$ cat config.mk
export PLATFORM = sky130hd
export DESIGN_NAME = i2c_register_transaction_sequencer_unit
export DESIGN_NICKNAME = d
export VERILOG_FILES = /design/src/hdl/i2crts_pkg.sv /design/src/hdl/i2c_register_transaction_sequencer_unit.sv /design/src/hdl/i2crts_txbuf.sv /design/src/hdl/i2crts_rxbuf.sv /design/src/hdl/i2crts_ctrl.sv
export SDC_FILE = /design/constraint.sdc
export NUM_CORES = 1
export LEC_CHECK = 0
export BUFFER_PORTS_ARGS = -buffer_cell sky130_fd_sc_hd__buf_2
export CAP_MARGIN = 20
export CORE_MARGIN = 2
export CORE_UTILIZATION = 58
export DETAILED_ROUTE_END_ITERATION = 8
export HOLD_SLACK_MARGIN = 0.05
export PLACE_DENSITY_LB_ADDON = 0.05
export SLEW_MARGIN = 10
export SYNTH_ARGS = -nofsm -noshare
export SYNTH_HDL_FRONTEND = slang
export SYNTH_SLANG_ARGS = --single-unit
$ cat constraint.sdc
create_clock -name aclk -period 3.65 [get_ports aclk]
set_input_delay 0.365 -clock aclk [delete_from_list [all_inputs] [get_ports aclk]]
set_output_delay 0.365 -clock aclk [all_outputs]
set_load 0.02 [all_outputs]
$ cat src/hdl/i2crts_pkg.sv
// ----------------------------------------------------------------------------
// i2crts_pkg
// Shared types and codes of the register-transaction sequencer: phases,
// request codes, condition sequences, status codes and stage structs.
// ----------------------------------------------------------------------------
package i2crts_pkg;

    // transaction phase
    typedef enum logic [2:0] {
        PH_IDLE = 3'd0,
        PH_REG  = 3'd1,
        PH_SWRX = 3'd2,
        PH_TXD  = 3'd3,
        PH_RXD  = 3'd4,
        PH_TOUT = 3'd5
    } phase_t;

    // request codes
    localparam logic [2:0] REQ_BEGIN   = 3'd0;
    localparam logic [2:0] REQ_LOAD    = 3'd1;
    localparam logic [2:0] REQ_TXRDY   = 3'd2;
    localparam logic [2:0] REQ_RXBYTE  = 3'd3;
    localparam logic [2:0] REQ_TICK    = 3'd4;
    localparam logic [2:0] REQ_READ    = 3'd5;

    // bus condition sequences
    localparam logic [2:0] COND_NONE       = 3'd0;
    localparam logic [2:0] COND_START      = 3'd1;
    localparam logic [2:0] COND_STOP       = 3'd2;
    localparam logic [2:0] COND_START_STOP = 3'd3;
    localparam logic [2:0] COND_STOP_START = 3'd4;

    // status codes
    localparam logic [1:0] ST_IDLE    = 2'd0;
    localparam logic [1:0] ST_BUSY    = 2'd1;
    localparam logic [1:0] ST_TIMEOUT = 2'd2;

    // bus select codes
    localparam logic [1:0] SEL_PORT_A = 2'd0;
    localparam logic [1:0] SEL_PORT_B = 2'd2;

    // timeout register reset value
    localparam logic [15:0] TIMEOUT_RESET = 16'd2000;

    // result of one item, before the store read data is merged
    typedef struct packed {
        logic       send_valid;
        logic [7:0] reg_byte;
        logic       use_tx;
        logic       use_rx;
        logic [2:0] cond_seq;
        logic       receive_dir;
        logic       bus_port;
        logic [6:0] slave_out;
        logic       done_res;
        logic [1:0] status;
    } res_t;

    // store access strobes for one item
    typedef struct packed {
        logic tx_we;
        logic tx_re;
        logic rx_we;
        logic rx_re;
        logic rx_clr;
    } mem_ctl_t;

endpackage

$ cat src/hdl/i2c_register_transaction_sequencer_unit.sv
// ----------------------------------------------------------------------------
// i2c_register_transaction_sequencer_unit
// I2C master register-transaction sequencer: turns begin, load, transmit
// ready, byte received, tick and read items into bus actions and status.
//
//   channel   dir   handshake            content
//   s_*       in    s_valid / s_ready    one request item
//   m_*       out   m_valid / m_ready    one result item per request
//   cfg_*     in    cfg_valid/cfg_ready  timeout_ticks write (always ready)
//
// One item is accepted per cycle while s_ready is high; its result goes through
// the store read stage (registered store reads) and then the output register.
// Reset clears the sequencer state, the receive store valid bits and the timeout
// register (2000); no clearing pass, items are accepted right after reset.
// A stalled result holds in the output register while one more item waits
// in the store read stage; after that s_ready drops until m_ready returns.
// ----------------------------------------------------------------------------
module i2c_register_transaction_sequencer_unit
    import i2crts_pkg::*;
#(
    parameter int TX_DEPTH = 32,
    parameter int RX_DEPTH = 32
) (
    input  logic        aclk,
    input  logic        aresetn,

    input  logic        cfg_valid,
    output logic        cfg_ready,
    input  logic [15:0] cfg_data,

    input  logic        s_valid,
    output logic        s_ready,
    input  logic [2:0]  s_req_type,
    input  logic [6:0]  s_slave_addr,
    input  logic [7:0]  s_reg_ptr,
    input  logic [7:0]  s_wr_len,
    input  logic [7:0]  s_rd_len,
    input  logic [1:0]  s_bus_sel,
    input  logic [7:0]  s_data_byte,
    input  logic [4:0]  s_index,

    output logic        m_valid,
    input  logic        m_ready,
    output logic        m_send_valid,
    output logic [7:0]  m_byte_out,
    output logic [2:0]  m_cond_seq,
    output logic        m_receive_dir,
    output logic        m_bus_port,
    output logic [6:0]  m_slave_out,
    output logic        m_done_res,
    output logic [1:0]  m_status,
    output logic [7:0]  m_read_data
);

    localparam int TXA = (TX_DEPTH > 1) ? $clog2(TX_DEPTH) : 1;
    localparam int RXA = (RX_DEPTH > 1) ? $clog2(RX_DEPTH) : 1;

    logic [15:0]    timeout_reg;
    logic           acc;
    logic           p1_adv;
    logic           p1_valid_reg, p1_valid_next;
    res_t           p1_res_reg;
    logic           m_valid_reg, m_valid_next;
    res_t           res;
    mem_ctl_t       mctl;
    logic [TXA-1:0] tx_waddr, tx_raddr;
    logic [RXA-1:0] rx_waddr, rx_raddr;
    logic [7:0]     tx_rdata, rx_rdata;
    logic           m_send_valid_reg;
    logic [7:0]     m_byte_out_reg;
    logic [2:0]     m_cond_seq_reg;
    logic           m_receive_dir_reg;
    logic           m_bus_port_reg;
    logic [6:0]     m_slave_out_reg;
    logic           m_done_res_reg;
    logic [1:0]     m_status_reg;
    logic [7:0]     m_read_data_reg;

    // timeout register
    assign cfg_ready = 1'b1;
    always_ff @(posedge aclk) begin
        if (!aresetn) begin
            timeout_reg <= TIMEOUT_RESET;
        end else if (cfg_valid && cfg_ready) begin
            timeout_reg <= cfg_data;
        end
    end

    // pipeline handshake
    assign p1_adv  = p1_valid_reg && (!m_valid_reg || m_ready);
    assign s_ready = !p1_valid_reg || p1_adv;
    assign acc     = s_valid && s_ready;

    always_comb begin
        p1_valid_next = p1_valid_reg;
        if (acc) begin
            p1_valid_next = 1'b1;
        end else if (p1_adv) begin
            p1_valid_next = 1'b0;
        end
        m_valid_next = m_valid_reg;
        if (p1_adv) begin
            m_valid_next = 1'b1;
        end else if (m_ready) begin
            m_valid_next = 1'b0;
        end
    end

    always_ff @(posedge aclk) begin
        if (!aresetn) begin
            p1_valid_reg <= 1'b0;
            m_valid_reg  <= 1'b0;
        end else begin
            p1_valid_reg <= p1_valid_next;
            m_valid_reg  <= m_valid_next;
        end
    end

    // sequencer
    i2crts_ctrl #(
        .TX_DEPTH (TX_DEPTH),
        .RX_DEPTH (RX_DEPTH),
        .TXA      (TXA),
        .RXA      (RXA)
    ) u_ctrl (
        .aclk          (aclk),
        .aresetn       (aresetn),
        .acc           (acc),
        .timeout_ticks (timeout_reg),
        .req_type      (s_req_type),
        .slave_addr    (s_slave_addr),
        .reg_ptr       (s_reg_ptr),
        .wr_len        (s_wr_len),
        .rd_len        (s_rd_len),
        .bus_sel       (s_bus_sel),
        .index         (s_index),
        .res           (res),
        .mctl          (mctl),
        .tx_waddr      (tx_waddr),
        .tx_raddr      (tx_raddr),
        .rx_waddr      (rx_waddr),
        .rx_raddr      (rx_raddr)
    );

    // transmit store
    i2crts_txbuf #(
        .DEPTH (TX_DEPTH),
        .AW    (TXA)
    ) u_txbuf (
        .aclk  (aclk),
        .we    (mctl.tx_we),
        .waddr (tx_waddr),
        .wdata (s_data_byte),
        .re    (mctl.tx_re),
        .raddr (tx_raddr),
        .rdata (tx_rdata)
    );

    // receive store
    i2crts_rxbuf #(
        .DEPTH (RX_DEPTH),
        .AW    (RXA)
    ) u_rxbuf (
        .aclk    (aclk),
        .aresetn (aresetn),
        .clr     (mctl.rx_clr),
        .we      (mctl.rx_we),
        .waddr   (rx_waddr),
        .wdata   (s_data_byte),
        .re      (mctl.rx_re),
        .raddr   (rx_raddr),
        .rdata   (rx_rdata)
    );

    // store read stage
    always_ff @(posedge aclk) begin
        if (acc) begin
            p1_res_reg <= res;
        end
    end

    // output register, store data merged in
    always_ff @(posedge aclk) begin
        if (p1_adv) begin
            m_send_valid_reg  <= p1_res_reg.send_valid;
            m_byte_out_reg    <= p1_res_reg.use_tx ? tx_rdata : p1_res_reg.reg_byte;
            m_cond_seq_reg    <= p1_res_reg.cond_seq;
            m_receive_dir_reg <= p1_res_reg.receive_dir;
            m_bus_port_reg    <= p1_res_reg.bus_port;
            m_slave_out_reg   <= p1_res_reg.slave_out;
            m_done_res_reg    <= p1_res_reg.done_res;
            m_status_reg      <= p1_res_reg.status;
            m_read_data_reg   <= p1_res_reg.use_rx ? rx_rdata : 8'd0;
        end
    end

    assign m_valid       = m_valid_reg;
    assign m_send_valid  = m_send_valid_reg;
    assign m_byte_out    = m_byte_out_reg;
    assign m_cond_seq    = m_cond_seq_reg;
    assign m_receive_dir = m_receive_dir_reg;
    assign m_bus_port    = m_bus_port_reg;
    assign m_slave_out   = m_slave_out_reg;
    assign m_done_res    = m_done_res_reg;
    assign m_status      = m_status_reg;
    assign m_read_data   = m_read_data_reg;

endmodule

$ cat src/hdl/i2crts_txbuf.sv
// ----------------------------------------------------------------------------
// i2crts_txbuf
// Transmit byte store: one write port, one read port with registered data.
// ----------------------------------------------------------------------------
module i2crts_txbuf #(
    parameter int DEPTH = 32,
    parameter int AW    = 5
) (
    input  logic          aclk,
    input  logic          we,
    input  logic [AW-1:0] waddr,
    input  logic [7:0]    wdata,
    input  logic          re,
    input  logic [AW-1:0] raddr,
    output logic [7:0]    rdata
);

    logic [7:0] mem [DEPTH];
    logic [7:0] rdata_reg;

    // write port
    always_ff @(posedge aclk) begin
        if (we) begin
            mem[waddr] <= wdata;
        end
    end

    // read port, data held until the next read
    always_ff @(posedge aclk) begin
        if (re) begin
            rdata_reg <= mem[raddr];
        end
    end

    assign rdata = rdata_reg;

endmodule

$ cat src/hdl/i2crts_rxbuf.sv
// ----------------------------------------------------------------------------
// i2crts_rxbuf
// Receive byte store with one valid bit per entry; a clear drops all valid
// bits at once, and an entry that is not valid reads as zero.
// ----------------------------------------------------------------------------
module i2crts_rxbuf #(
    parameter int DEPTH = 32,
    parameter int AW    = 5
) (
    input  logic          aclk,
    input  logic          aresetn,
    input  logic          clr,
    input  logic          we,
    input  logic [AW-1:0] waddr,
    input  logic [7:0]    wdata,
    input  logic          re,
    input  logic [AW-1:0] raddr,
    output logic [7:0]    rdata
);

    logic [7:0]       mem [DEPTH];
    logic [DEPTH-1:0] vld_reg;
    logic [7:0]       data_reg;
    logic             hit_reg;

    // entry valid bits
    always_ff @(posedge aclk) begin
        if (!aresetn || clr) begin
            vld_reg <= '0;
        end else if (we) begin
            vld_reg[waddr] <= 1'b1;
        end
    end

    // write port
    always_ff @(posedge aclk) begin
        if (we) begin
            mem[waddr] <= wdata;
        end
    end

    // read port, data held until the next read
    always_ff @(posedge aclk) begin
        if (re) begin
            data_reg <= mem[raddr];
            hit_reg  <= vld_reg[raddr];
        end
    end

    assign rdata = hit_reg ? data_reg : 8'd0;

endmodule

$ cat src/hdl/i2crts_ctrl.sv
// ----------------------------------------------------------------------------
// i2crts_ctrl
// Transaction sequencer: keeps phase, counters, positions and timer, updates
// them for each accepted item and issues the store accesses it needs.
// ----------------------------------------------------------------------------
module i2crts_ctrl
    import i2crts_pkg::*;
#(
    parameter int TX_DEPTH = 32,
    parameter int RX_DEPTH = 32,
    parameter int TXA      = 5,
    parameter int RXA      = 5
) (
    input  logic           aclk,
    input  logic           aresetn,
    input  logic           acc,
    input  logic [15:0]    timeout_ticks,
    input  logic [2:0]     req_type,
    input  logic [6:0]     slave_addr,
    input  logic [7:0]     reg_ptr,
    input  logic [7:0]     wr_len,
    input  logic [7:0]     rd_len,
    input  logic [1:0]     bus_sel,
    input  logic [4:0]     index,
    output res_t           res,
    output mem_ctl_t       mctl,
    output logic [TXA-1:0] tx_waddr,
    output logic [TXA-1:0] tx_raddr,
    output logic [RXA-1:0] rx_waddr,
    output logic [RXA-1:0] rx_raddr
);

    localparam int TCW = $clog2(TX_DEPTH + 1);
    localparam int RCW = $clog2(RX_DEPTH + 1);
    localparam logic [8:0] TXD9 = 9'(TX_DEPTH);
    localparam logic [8:0] RXD9 = 9'(RX_DEPTH);

    phase_t         phase_reg, phase_next;
    logic [TCW-1:0] tx_left_reg, tx_left_next;
    logic [RCW-1:0] rx_left_reg, rx_left_next;
    logic [TXA-1:0] tx_pos_reg, tx_pos_next;
    logic [RXA-1:0] rx_pos_reg, rx_pos_next;
    logic [7:0]     saved_reg, saved_next;
    logic           port_reg, port_next;
    logic [15:0]    elapsed_reg, elapsed_next;
    logic           waiting_reg, waiting_next;

    logic [8:0]     idx9;
    logic [8:0]     tx_sat;
    logic [8:0]     rx_sat;
    logic [RCW-1:0] rx_left_new;

    // index and counts widened for compares against the depths
    assign idx9   = {4'd0, index};
    assign tx_sat = ({1'b0, wr_len} > TXD9) ? TXD9 : {1'b0, wr_len};
    assign rx_sat = ({1'b0, rd_len} > RXD9) ? 9'd1 : {1'b0, rd_len};

    // state registers, updated on each accepted item
    always_ff @(posedge aclk) begin
        if (!aresetn) begin
            phase_reg   <= PH_IDLE;
            tx_left_reg <= '0;
            rx_left_reg <= '0;
            tx_pos_reg  <= '0;
            rx_pos_reg  <= '0;
            saved_reg   <= '0;
            port_reg    <= 1'b0;
            elapsed_reg <= '0;
            waiting_reg <= 1'b0;
        end else if (acc) begin
            phase_reg   <= phase_next;
            tx_left_reg <= tx_left_next;
            rx_left_reg <= rx_left_next;
            tx_pos_reg  <= tx_pos_next;
            rx_pos_reg  <= rx_pos_next;
            saved_reg   <= saved_next;
            port_reg    <= port_next;
            elapsed_reg <= elapsed_next;
            waiting_reg <= waiting_next;
        end
    end

    // next state, result and store accesses
    always_comb begin
        phase_next   = phase_reg;
        tx_left_next = tx_left_reg;
        rx_left_next = rx_left_reg;
        tx_pos_next  = tx_pos_reg;
        rx_pos_next  = rx_pos_reg;
        saved_next   = saved_reg;
        port_next    = port_reg;
        elapsed_next = elapsed_reg;
        waiting_next = waiting_reg;
        rx_left_new  = rx_left_reg;

        res          = '0;
        mctl         = '0;
        tx_waddr     = idx9[TXA-1:0];
        tx_raddr     = tx_pos_reg;
        rx_waddr     = rx_pos_reg;
        rx_raddr     = idx9[RXA-1:0];

        case (req_type)
            REQ_BEGIN: begin
                tx_left_next  = tx_sat[TCW-1:0];
                rx_left_next  = rx_sat[RCW-1:0];
                tx_pos_next   = '0;
                rx_pos_next   = '0;
                mctl.rx_clr   = 1'b1;
                saved_next    = reg_ptr;
                if (bus_sel == SEL_PORT_A) begin
                    port_next = 1'b0;
                end else if (bus_sel == SEL_PORT_B) begin
                    port_next = 1'b1;
                end
                phase_next    = PH_REG;
                elapsed_next  = '0;
                waiting_next  = 1'b1;
                res.cond_seq  = COND_START;
                res.slave_out = slave_addr;
            end
            REQ_LOAD: begin
                if (idx9 < TXD9) begin
                    mctl.tx_we = 1'b1;
                end
            end
            REQ_TXRDY: begin
                case (phase_reg)
                    PH_REG: begin
                        res.send_valid = 1'b1;
                        res.reg_byte   = saved_reg;
                        if (rx_left_reg != '0 && tx_left_reg == '0) begin
                            phase_next = PH_SWRX;
                        end else begin
                            phase_next = PH_TXD;
                        end
                    end
                    PH_SWRX: begin
                        phase_next      = PH_RXD;
                        res.receive_dir = 1'b1;
                        res.cond_seq    = (rx_left_reg == RCW'(1)) ? COND_START_STOP
                                                                   : COND_START;
                    end
                    PH_TXD: begin
                        if (tx_left_reg != '0) begin
                            // next data byte comes from the transmit store
                            res.send_valid = 1'b1;
                            res.use_tx     = 1'b1;
                            mctl.tx_re     = 1'b1;
                            tx_pos_next    = tx_pos_reg + TXA'(1);
                            tx_left_next   = tx_left_reg - TCW'(1);
                        end else if (rx_left_reg != '0) begin
                            res.cond_seq    = COND_STOP_START;
                            res.receive_dir = 1'b1;
                            phase_next      = PH_RXD;
                        end else begin
                            res.cond_seq = COND_STOP;
                            res.done_res = 1'b1;
                            phase_next   = PH_IDLE;
                            waiting_next = 1'b0;
                        end
                    end
                    default: begin
                    end
                endcase
            end
            REQ_RXBYTE: begin
                if (phase_reg == PH_RXD) begin
                    if (rx_left_reg != '0) begin
                        mctl.rx_we  = 1'b1;
                        rx_pos_next = rx_pos_reg + RXA'(1);
                        rx_left_new = rx_left_reg - RCW'(1);
                    end
                    rx_left_next = rx_left_new;
                    if (rx_left_new == RCW'(1)) begin
                        res.cond_seq = COND_STOP;
                    end else if (rx_left_new == '0) begin
                        res.done_res = 1'b1;
                        phase_next   = PH_IDLE;
                        waiting_next = 1'b0;
                    end
                end
            end
            REQ_TICK: begin
                if (waiting_reg) begin
                    if (elapsed_reg >= timeout_ticks) begin
                        phase_next   = PH_TOUT;
                        waiting_next = 1'b0;
                        res.done_res = 1'b1;
                    end else begin
                        elapsed_next = elapsed_reg + 16'd1;
                    end
                end
            end
            REQ_READ: begin
                if (idx9 < RXD9) begin
                    mctl.rx_re = 1'b1;
                    res.use_rx = 1'b1;
                end
            end
            default: begin
            end
        endcase

        // qualify store strobes with acceptance
        mctl.tx_we  = mctl.tx_we  & acc;
        mctl.tx_re  = mctl.tx_re  & acc;
        mctl.rx_we  = mctl.rx_we  & acc;
        mctl.rx_re  = mctl.rx_re  & acc;
        mctl.rx_clr = mctl.rx_clr & acc;

        res.bus_port = port_next;
        case (phase_next)
            PH_IDLE: res.status = ST_IDLE;
            PH_TOUT: res.status = ST_TIMEOUT;
            default: res.status = ST_BUSY;
        endcase
    end

endmodule
## Word-level counts from Yosys, hierarchy flattened

Memory sizes are Yosys's and may differ from the RTL's. A register that Yosys moved wholly into a read port is not among the register bits.
Index checks and enable logic that the tools add are counted.

- Input bits: 70
- Memories kept: 2
- Bits in registers: 160
- Output and inout bits: 35
- Logic and storage cells: 189
- Memory bits (writable): 512

- Add/sub/neg operators: 5
- $lt $le $gt $ge: 7
- Multiplexer cells: 82
- Reductions and logical operators: 31
- Equality and inequality tests: 23
- Bitwise gates (word level): 6

Memory list:

| memory | depth | width | rd ports | clocked after memory_dff | wr ports | RTL line | text |
|---|---|---|---|---|---|---|---|
| u_rxbuf.mem | 32 | 8 | 1 | 1 | 1 | i2crts_rxbuf.sv:21 | `logic [7:0] mem [DEPTH];` |
| u_txbuf.mem | 32 | 8 | 1 | 1 | 1 | i2crts_txbuf.sv:18 | `logic [7:0] mem [DEPTH];` |

Operators by type and width:

| cell | count |
|---|---|
| $mux W6 | 8 |
| $mux W1 | 40 |
| $mux W16 | 2 |
| $or A32 B32 Y32 | 1 |
| $pmux W16 S2 | 1 |
| $mux W3 | 9 |
| $pmux W6 S2 | 2 |
| $mux W5 | 4 |
| $pmux W5 S2 | 2 |
| $lt A5 B6 Y1 const B | 3 |
| $pmux W3 S3 | 2 |
| $add A16 B1 Y16 const B | 1 |
| $ge A16 B16 Y1 | 1 |
| $gt A8 B6 Y1 const B | 2 |
| $eq A3 B2 Y1 const B | 4 |
| $eq A3 B3 Y1 const B | 4 |
| $eq A6 B1 Y1 const B | 2 |
| $logic_not A6 Y1 | 2 |
| $pmux W3 S4 | 1 |
| $reduce_and A4 Y1 | 3 |
| $reduce_bool A6 Y1 | 2 |
| $sub A6 B1 Y6 const B | 2 |
| $add A5 B1 Y5 const B | 2 |
| $ne A2 B1 Y1 const B | 5 |
| 25 further kinds | 49 |

## Logic depth before layout (Yosys ltp)

Gate-level depths: netlist of run 1.

- Depth in word-level cells: 11
- Mapped depth: 11
- Depth with buffers taken out: 9

## Cells and area by module

From an unflattened synthesis of run 1, not the netlist that was laid out.

- Cells, all modules: 1531
- Area total of the unflattened synthesis: 27660.3 µm²

Modules (own cells, without submodules):

| module | area an instance (µm²) | cells each | sequential area each (µm²) | instances |
|---|---|---|---|---|
| i2crts_rxbuf | 11360.9 | 507 | 8598.2 | 1 |
| i2crts_txbuf | 10133.5 | 417 | 7927.6 | 1 |
| i2crts_ctrl | 3582.2 | 470 | 1021.0 | 1 |
| i2c_register_transaction_sequencer_unit | 2583.7 | 137 | 2102.0 | 1 |

## Least setup slack after synthesis of run 1

OpenSTA, ideal clock, no wires.

- Path type: flip-flop to flip-flop
- From: register m_valid_reg (netlist: m_valid)
- To: memory u_rxbuf.mem[0][0] (enable)
- Cell stages (with the launch flop): 9
- Setup time: 0.374 ns
- Slack: 0.362 ns
- Data arrival time: 2.914 ns
- Period minus slack after synthesis: 3.288 ns
- Path buffers: 1
- Required time: 3.276 ns
- Cell sequence: dfxtp_1 > nor2b_1 > nand2_1 > nand2_1 > inv_1 > clkbuf_1 > and3_1 > nand2_1 > nor2_1

- Word-level cells in the longest chain between the ends: 8

RTL lines:

| what | RTL line | text |
|---|---|---|
| start, declared | i2c_register_transaction_sequencer_unit.sv:63 | `logic m_valid_reg, m_valid_next;` |
| start signal, assigned | i2c_register_transaction_sequencer_unit.sv:115 | `m_valid_reg <= m_valid_next;` |
| $logic_not A1 Y1 | i2c_register_transaction_sequencer_unit.sv:90 | `assign p1_adv = p1_valid_reg && (!m_valid_reg \|\| m_ready);` |
| $logic_or A1 B1 Y1 | i2c_register_transaction_sequencer_unit.sv:90 |  |
| $logic_and A1 B1 Y1 | i2c_register_transaction_sequencer_unit.sv:90 |  |
| $logic_or A1 B1 Y1 | i2c_register_transaction_sequencer_unit.sv:91 | `assign s_ready = !p1_valid_reg \|\| p1_adv;` |
| net s_ready | i2c_register_transaction_sequencer_unit.sv:32 | `output logic s_ready,` |
| $logic_and A1 B1 Y1 | i2c_register_transaction_sequencer_unit.sv:92 | `assign acc = s_valid && s_ready;` |
| net acc | i2c_register_transaction_sequencer_unit.sv:59 | `logic acc;` |
| $and A1 B1 Y1 | i2crts_ctrl.sv:208 | `mctl.rx_we = mctl.rx_we & acc;` |
| $mux W1 | i2crts_rxbuf.sv:37 | `if (we) begin` |
| $mux W1 (not written as such) | i2crts_rxbuf.sv:38 | `mem[waddr] <= wdata;` |
| end, declared | i2crts_rxbuf.sv:21 |  |

The timed path passes the listed nets, and every way through them passes these cells.

## Worst setup path after layout of run 1

- From: register u_ctrl.rx_left_reg[0]
- To: memory u_rxbuf.mem[21][1] (enable)

- Word-level cells in the longest chain between the ends: 7

RTL lines:

| what | RTL line | text |
|---|---|---|
| start, declared | i2crts_ctrl.sv:40 | `logic [RCW-1:0] rx_left_reg, rx_left_next;` |
| start signal, assigned | i2crts_ctrl.sv:73 | `rx_left_reg <= rx_left_next;` |
| $reduce_bool A6 Y1 | i2crts_ctrl.sv:169 | `if (rx_left_reg != '0) begin` |
| $mux W1 | i2crts_ctrl.sv:169 |  |
| $mux W1 | i2crts_ctrl.sv:168 | `if (phase_reg == PH_RXD) begin` |
| $mux W1 | i2crts_ctrl.sv:103 | `case (req_type)` |
| $and A1 B1 Y1 | i2crts_ctrl.sv:208 |  |
| $mux W1 | i2crts_rxbuf.sv:37 |  |
| $mux W1 (not written as such) | i2crts_rxbuf.sv:38 |  |

Every way passes these cells.

==> results list, run 1 <==
* I/O Buffers: 103
* Die Height: ~220 um
- Leakage: 10.4 nW
- Switching power share of the total: 0.201
* Worst-path cell with the longest stage delay: sky130_fd_sc_hd__nor2_1
- Entering global routing, the biggest net connects 53 pins.
- Cell row count: 79
- Filler-free cell count of the finished design: 2405
- Setup fix buffers added after clock tree synthesis: 0
* Start-to-end type of the worst setup path: register to register
* Kind of launch point of the worst setup path: register
- After detailed routing, no signal wire sits above met4.
- Yosys mapped a number of flops with a built-in enable equal to 587.
- Buffer levels on the longest clock path: 3
* Count of pins on the block boundary: 105
- The synthesized design contains around 700 register bits.
- Remaining routing DRC violations: 0
- After detailed routing, the met2 layer carries 27700 um of wire.
* Antenna violations before repair: 0
- Total of cells resized after clock tree synthesis: 0
- Clock tree from TritonCTS: built
* Worst hold start: s_slave_addr[5]
- Across the run, the number of max-cap violations was 0.
- Post-Syn Area per Cell: 17.5 sq um
- Most frequent standard cell in the layout excluding fill and tap cells: sky130_fd_sc_hd__edfxtp_1
* Htree depth: 3
* Number of sinks driven by the clock tree: 688
- Summing over every cut layer, the via total after detailed routing is 14700.
* Top library cells by usage in the layout, fill and taps aside: sky130_fd_sc_hd__edfxtp_1, sky130_fd_sc_hd__mux4_2, sky130_fd_sc_hd__nor2_1
- Of the total power, the clock network draws 0.431.
- Yosys printed 0 warnings.
- Setup repair after global routing left no endpoint under its margin.
- Cell internal power was estimated by the tool at 0.0131 W.
* Sum of overflow across all layers after global routing: 0
* R2R depth: 7
- Crit path time final: about 3400 ps
- Area inside the core boundary: ~0.046 sq mm
* Total half-perimeter wirelength after legalization and detailed placement: 37400 um
* Wire length per cell after detailed routing: 24.5 um
- Cell count after placement: 2249
- Final hold violations: 0
- TritonCTS created 69 clock buffers.
* Share of flip-flops with an asynchronous set or reset: 0
- After technology mapping, the gate count stands at 1555.
* Final routed wirelength across all metal layers: 59000 um
- After clock tree synthesis, the clock-pin slew on the worst setup and hold paths is 70 ps.
- DRT met1 WL: 26100 um
- Combinational fraction of design power: 0.042
- Routability-driven placement finished with a final weighted congestion of around 0.87.
- Starting utilization of the core area: 0.586
- Dividing the final minimum period by the clock period gives 0.936.
- Via count of the first global-routing pass: 14400
- Max Slew Vio Count: 0
* Worst slew margin relative to its limit: 0.299
* Run status: complete, no violations
- In this run the worst setup path begins at u_ctrl.rx_left_reg[0].
- Post-synthesis net count: 1650
- Pre-Repair DR Iteration Count: 7
- After the first detailed-routing iteration, the DRC count stood at 1448.
- At the end of the flow the core is filled with cells to 0.674.
* Number of setup violations in the final report: 0
* Max FO, Critical Path: 13
- Sequential element share of the synthesized area: 0.721
* CTS Hold Bufs: 32
* Total number of nets in the final design: 1842
- Critical path endpoint: u_rxbuf.mem[21][1]
- STA classifies the critical path endpoint as a register.
* Filler cells: 3109
* Worst reg2reg startpoint: u_ctrl.rx_left_reg[0]
- The min-delay analysis places its worst path in the category primary input to register.
- Of the cells placed in the final design, the portion with a size suffix greater than 1 is 0.251.
- 0 antenna diodes ended up in the layout.
* Switching power total: 0.00328 W
* Final ANT Viol Nets: 0
* Clock latency on the worst-skew pair: between 500 and 600 ps
* Ordered list of cells on the worst path: inv_1 -> ha_1 -> or4b_4 -> nand2b_1 -> and3_1 -> nand2_1 -> nor2_1
- Achievable Freq: 293 MHz
- Setup slack on the worst reg-to-reg path comes out at about 230 ps.
- Most instantiated flip-flop cell in the synthesis netlist: sky130_fd_sc_hd__edfxtp_1
- Dividing total power by cell area gives a power density of 522 mW/mm^2.
* Detail Route met3 WL: ~4000 um
- In the routed layout, each cell is associated on average with a via count of 6.10.
- Layout overhead on the synthesized area: 15.1%
* Max rail drop VDD: 455 uV
- Measured along the x axis, the die boundary spans about 220 um.
- Clock skew on the completed layout was measured at between 15 and 20 ps.
- At the pin with the least slew margin, the transition time is 1040 ps.
* Global-route wire length before repair: 89000 um
- Die ar.: 0.0487 sq mm
- On the worst path, the slowest cell contributes a delay of 760 ps.
- Reg-to-reg critical path endpoint: u_rxbuf.mem[21][1]
- Synth Cell Area: approximately 0.027 sq mm
* Worst endpoint data arrival time: 3620 ps
- In the global route stage, overall resource usage came out at 0.249.
- Netlist cell types: 60
- In this run the clock root is driven by a sky130_fd_sc_hd__clkbuf_16.
- For the final routed database, the setup TNS stands at 0 ps.
* Required time of the worst setup path: 3850 ps
- Of the total power, registers draw 0.527.
## per-stage QoR
step           instance area [sq um]  total power (W)  setup WS, ps  hold slack, ps
6_report                       31300           0.0164           234            96.9
5_1_grt                        31300           0.0168          31.3            96.0
4_1_cts                        31300           0.0165           270            61.3
3_5_place_dp                   28700          0.00945           271             405
3_3_place_gp                   28700          0.00943           457             401
2_1_floorplan                  27200          0.00915           362             400
## how the worst min path moves through the flow
stage / endpoint / cells after the start / slack [ps]
2_1_floorplan: m_bus_port / 0 / 400
3_3_place_gp: m_cond_seq[2] / 0 / 400
3_5_place_dp: m_bus_port / 0 / 400
4_1_cts: p1_res_reg[8] / 2 / 60
5_1_grt: p1_res_reg[8] / 2 / 100
6_report: p1_res_reg[8] / 2 / 100
## power groups by stage
stage                     sequential (W)  combinational [W]  clock [W]
after floorplan                  0.00879           0.000354          0
after global placement           0.00878           0.000650          0
after detailed placement         0.00879           0.000663          0
after CTS                        0.00862           0.000693    0.00719
after global routing             0.00862           0.000751    0.00747
final                            0.00862           0.000688    0.00704
## kinds of logic (layout without fill, tap and decap cells)
| family | Yosys count | count (layout) | synth area share |
|---|---|---|---|
| multiplexers | 182 | 182 | 0.138 |
| flip-flops | 688 | 688 | 0.721 |
| XOR/XNOR | 19 | 19 | 0.00611 |
| AND/OR/NAND/NOR | 346 | 346 | 0.0620 |
| adder cells (fa/ha/maj) | 25 | 25 | 0.0115 |
| AO/OA/AOI/OAI | 181 | 181 | 0.0453 |
| buffers and inverters | 113 | 356 | 0.0160 |
| other | 1 | 1 | 0.000138 |
## synthesized netlist by cell type (7+ instances only)
cell type	n	share of area
sky130_fd_sc_hd__a21oi_1	34	0.0062
sky130_fd_sc_hd__nand2_1	67	0.0092
sky130_fd_sc_hd__mux4_2	152	0.13
sky130_fd_sc_hd__a31oi_1	7	0.0016
sky130_fd_sc_hd__clkbuf_1	56	0.0077
sky130_fd_sc_hd__and2_1	21	0.0048
sky130_fd_sc_hd__nor3b_1	12	0.0033
sky130_fd_sc_hd__o211ai_1	8	0.0022
sky130_fd_sc_hd__nand4_1	14	0.0032
sky130_fd_sc_hd__nand3b_1	8	0.0022
sky130_fd_sc_hd__nand3_1	8	0.0015
sky130_fd_sc_hd__inv_1	32	0.0044
sky130_fd_sc_hd__dfxtp_1	101	0.074
sky130_fd_sc_hd__xor2_1	7	0.0023
sky130_fd_sc_hd__xnor2_1	12	0.0039
sky130_fd_sc_hd__nor4_1	7	0.0016
sky130_fd_sc_hd__o21a_1	33	0.0091
sky130_fd_sc_hd__buf_1	18	0.0025
sky130_fd_sc_hd__nor3_1	15	0.0028
sky130_fd_sc_hd__a22oi_1	42	0.012
sky130_fd_sc_hd__o21ai_0	23	0.0042
sky130_fd_sc_hd__a211oi_1	9	0.0025
sky130_fd_sc_hd__mux2_2	17	0.0070
sky130_fd_sc_hd__nor2_1	141	0.019
sky130_fd_sc_hd__or3_1	7	0.0016
sky130_fd_sc_hd__edfxtp_1	587	0.65
sky130_fd_sc_hd__mux2i_1	13	0.0048
sky130_fd_sc_hd__ha_1	25	0.011
sky130_fd_sc_hd__and3_1	15	0.0034
## layout make-up
type / instances / area, sq um / share of cell area
clock buffers: 91 / 1890 / 0.0605
clock inverters: 31 / 368 / 0.0117
inverters: 32 / 120 / 0.00383
multi-input cells: 754 / 7160 / 0.229
flip-flops and latches: 688 / 19700 / 0.627
well taps: 607 / 759 / 0.0242
repair buffers: 202 / 1380 / 0.0440
## per-layer routing
| metal | track usage | vias up |
|---|---|---|
| met5 | 0 | - |
| met4 | 0.0753 | 0 |
| met3 | 0.0403 | 77 |
| met2 | 0.384 | 527 |
| met1 | 0.372 | 7520 |
| li1 | - | 6558 |
## worst max-delay path, delay by kind of cell, from the launching register on
family | cells | cell delay [ps]
AND/OR/NAND/NOR | 5 | 1960
adder cells (fa/ha/maj) | 1 | 320
flip-flops | 1 | 570
buffers and inverters | 1 | 170
Power figures use the tool's default switching activity.
==> inputs of run 2 (changes only) <==
RECOVER_POWER = 100   (was not set)
==> results list, run 2 (same netlist as run 1, synthesis figures left out) <==
* Run status: finished with violations
- Violated checks: max-capacitance violations, max-slew violations
- Total clock buffers created by CTS: 69
- Worst clock skew: 16.4 ps
* CTS clock-pin slew for the worst setup and hold paths: roughly 70 ps
- Pre-Repair DR Iteration Count: 7
* Clock network fraction of design power: 0.431
- Dividing the final minimum period by the clock period gives 0.933.
* Leakage: 10.0 nW
- The share of total power dissipated in sequential elements is 0.528.
- Worst slew margin relative to its limit: -0.689
* Maximum number of pins on one net before global-route repair: 53
- At the later pin of the worst-skew pair, clock insertion delay measures 590 ps.
* Top library cells by usage in the layout, fill and taps aside: sky130_fd_sc_hd__edfxtp_1, sky130_fd_sc_hd__mux4_2, sky130_fd_sc_hd__nor2_1
* Count of pins on the block boundary: 105
* Area inside the core boundary: 0.0465 sq mm
- The congestion estimate from routability-driven global placement came to 0.871.
- Post-CTS timing repair inserted 0 buffers for setup.
* Total half-perimeter wirelength after legalization and detailed placement: 37400 um
* Vias per std cell: 6.15
- The routed layout has 14800 vias.
* CTS Root Cell: sky130_fd_sc_hd__clkbuf_16
* Width of the die: 221 um
- Final routed wirelength across all metal layers: 59200 um
- Most frequent standard cell in the layout excluding fill and tap cells: sky130_fd_sc_hd__edfxtp_1
- Crit path buffers/inverters: 1
* Cell row count: 79
* Number of setup violations in the final report: 0
- Layout overhead on the synthesized area: 14.1%
- The first global-routing pass estimated a little under 90000 um of wire.
* Achievable Freq: 293 MHz
* Combinational fraction of design power: 0.041
* Antenna violations before repair: 0
- The max-slew violation count came to 437.
- In this run the tool buffered the top-level ports with 103 buffer cells.
- The via count of the first global-routing pass was 14400.
- Across every metal layer, demand over resource in global routing totals 0.249.
* Clock tree from TritonCTS: built
* Switching power share of the total: 0.201
- Required time of the worst setup path: 3860 ps
- Die Height: roughly 220 um
* Worst endpoint data arrival time: 3610 ps
* Final ANT Viol Nets: 0
- Critical Path Sink Type: register
- Of the cells placed in the final design, the portion with a size suffix greater than 1 is 0.197.
- Ordered list of cells on the worst path: inv_1 -> ha_1 -> or4b_4 -> nand2b_1 -> and3_1 -> nand2_1 -> nor2_1
* Class of the tightest hold or removal check: primary input to register
- The kind of cell with the highest combined delay along the critical path is simple AND/OR/NAND/NOR gates.
* Switching power total: 0.00329 W
* Start-to-end type of the worst setup path: register to register
- In this run, the number of DRC markers left after iteration 0 of detailed routing was 1400.
- The clock net in this run drives a total of between 600 and 700 sinks.
- Of all nets on the critical path, the largest fanout is 13.
- CTS built an H-tree with a depth of 3.
- Starting utilization of the core area: 0.586
* Max rail drop VDD: 461 uV
- Summed over all layers, the global routing overflow is 0.
- Number of max-cap violations: 11
- Antenna diode count: 0
* Buffer levels on the longest clock path: 3
- Die ar.: 0.0487 sq mm
* Kind of launch point of the worst setup path: register
- Setup repair after global routing left no endpoint under its margin.
* Final hold violations: 0
- Summed over all failing endpoints, the final setup total negative slack is 0 ps.
* Crit path time final: 3410 ps
* Power density over the cells: 526 mW/mm^2
* Slowest cell delay on critical path: 760 ps
* Cell internal power dissipation: 0.0131 W
* Total number of nets in the final design: between 1500 and 2000
* Worst-path cell with the longest stage delay: sky130_fd_sc_hd__nor2_1
- Total power of the final layout: 0.0164 W
- Wire length per cell after detailed routing: 24.6 um
* Remaining routing DRC violations: 0
- For the pin with the worst max-slew slack, the measured transition is 2530 ps.
## run 2: worst paths after layout
kind	start	end	slack, ps	depth (start not counted)
setup / recovery	u_ctrl.rx_left_reg[0]	u_rxbuf.mem[21][1]	240	7
hold reg to reg	p1_res_reg[4]	m_slave_out[1]	420	0
setup reg to reg	u_ctrl.rx_left_reg[0]	u_rxbuf.mem[21][1]	240	7
hold / removal	m_ready	m_valid	90	4
## run 2: worst min-delay path, delay by kind of cell
kind | cells | cell delay, ps
AND/OR/NAND/NOR | 3 | 190
buffers and inverters | 1 | 70
## run 2: power by group through the flow
stage | clock, W | combinational, W | sequential, W
after floorplan | 0 | 0.000354 | 0.00879
after global placement | 0 | 0.000650 | 0.00878
after detailed placement | 0 | 0.000663 | 0.00879
after CTS | 0.00719 | 0.000693 | 0.00862
after global routing | 0.00747 | 0.000734 | 0.00863
final | 0.00706 | 0.000671 | 0.00863
## run 2: what timing repair did
action                                  4_1_cts  5_1_grt
hold endpoints to repair                     32        0
endpoints found under the setup margin        0        0
hold buffers                                 32        0
resized for setup                             0        0
## run 2: through the flow
| stage | util | instance area [sq um] | hold WS [ps] | worst slack (ps) | std cells |
|---|---|---|---|---|---|
| final | 0.669 | 31100 | 94.5 | 243 | 2405 |
| after global routing | 0.669 | 31100 | 104 | 31.3 | 2405 |
| after CTS | 0.674 | 31300 | 61.3 | 270 | 2403 |
| after detailed placement | 0.618 | 28700 | 405 | 271 | 2249 |
| after global placement | 0.618 | 28700 | 401 | 457 | 2249 |
| after floorplan | - | 27200 | 400 | 362 | 1555 |
## run 2: cell type report
cell class	count	area [sq um]
Clock buffer	91	1890
Clock inverter	31	368
Fill cell	3172	15400
Inverter	32	120
Multi-Input combinational cell	754	7150
Sequential cell	688	19700
Tap cell	607	759
Timing Repair Buffer	202	1120
## run 2: per-layer routing
layer | share of wire | track usage | routed length [um] | up-vias
met4 | 0.022 | 0.0753 | 1310 | 0
met2 | 0.47 | 0.384 | 27800 | 576
met3 | 0.074 | 0.0403 | 4360 | 85
met1 | 0.43 | 0.372 | 25700 | 7582
li1 | - | - | - | 6559
met5 | 0 | 0 | 0 | -
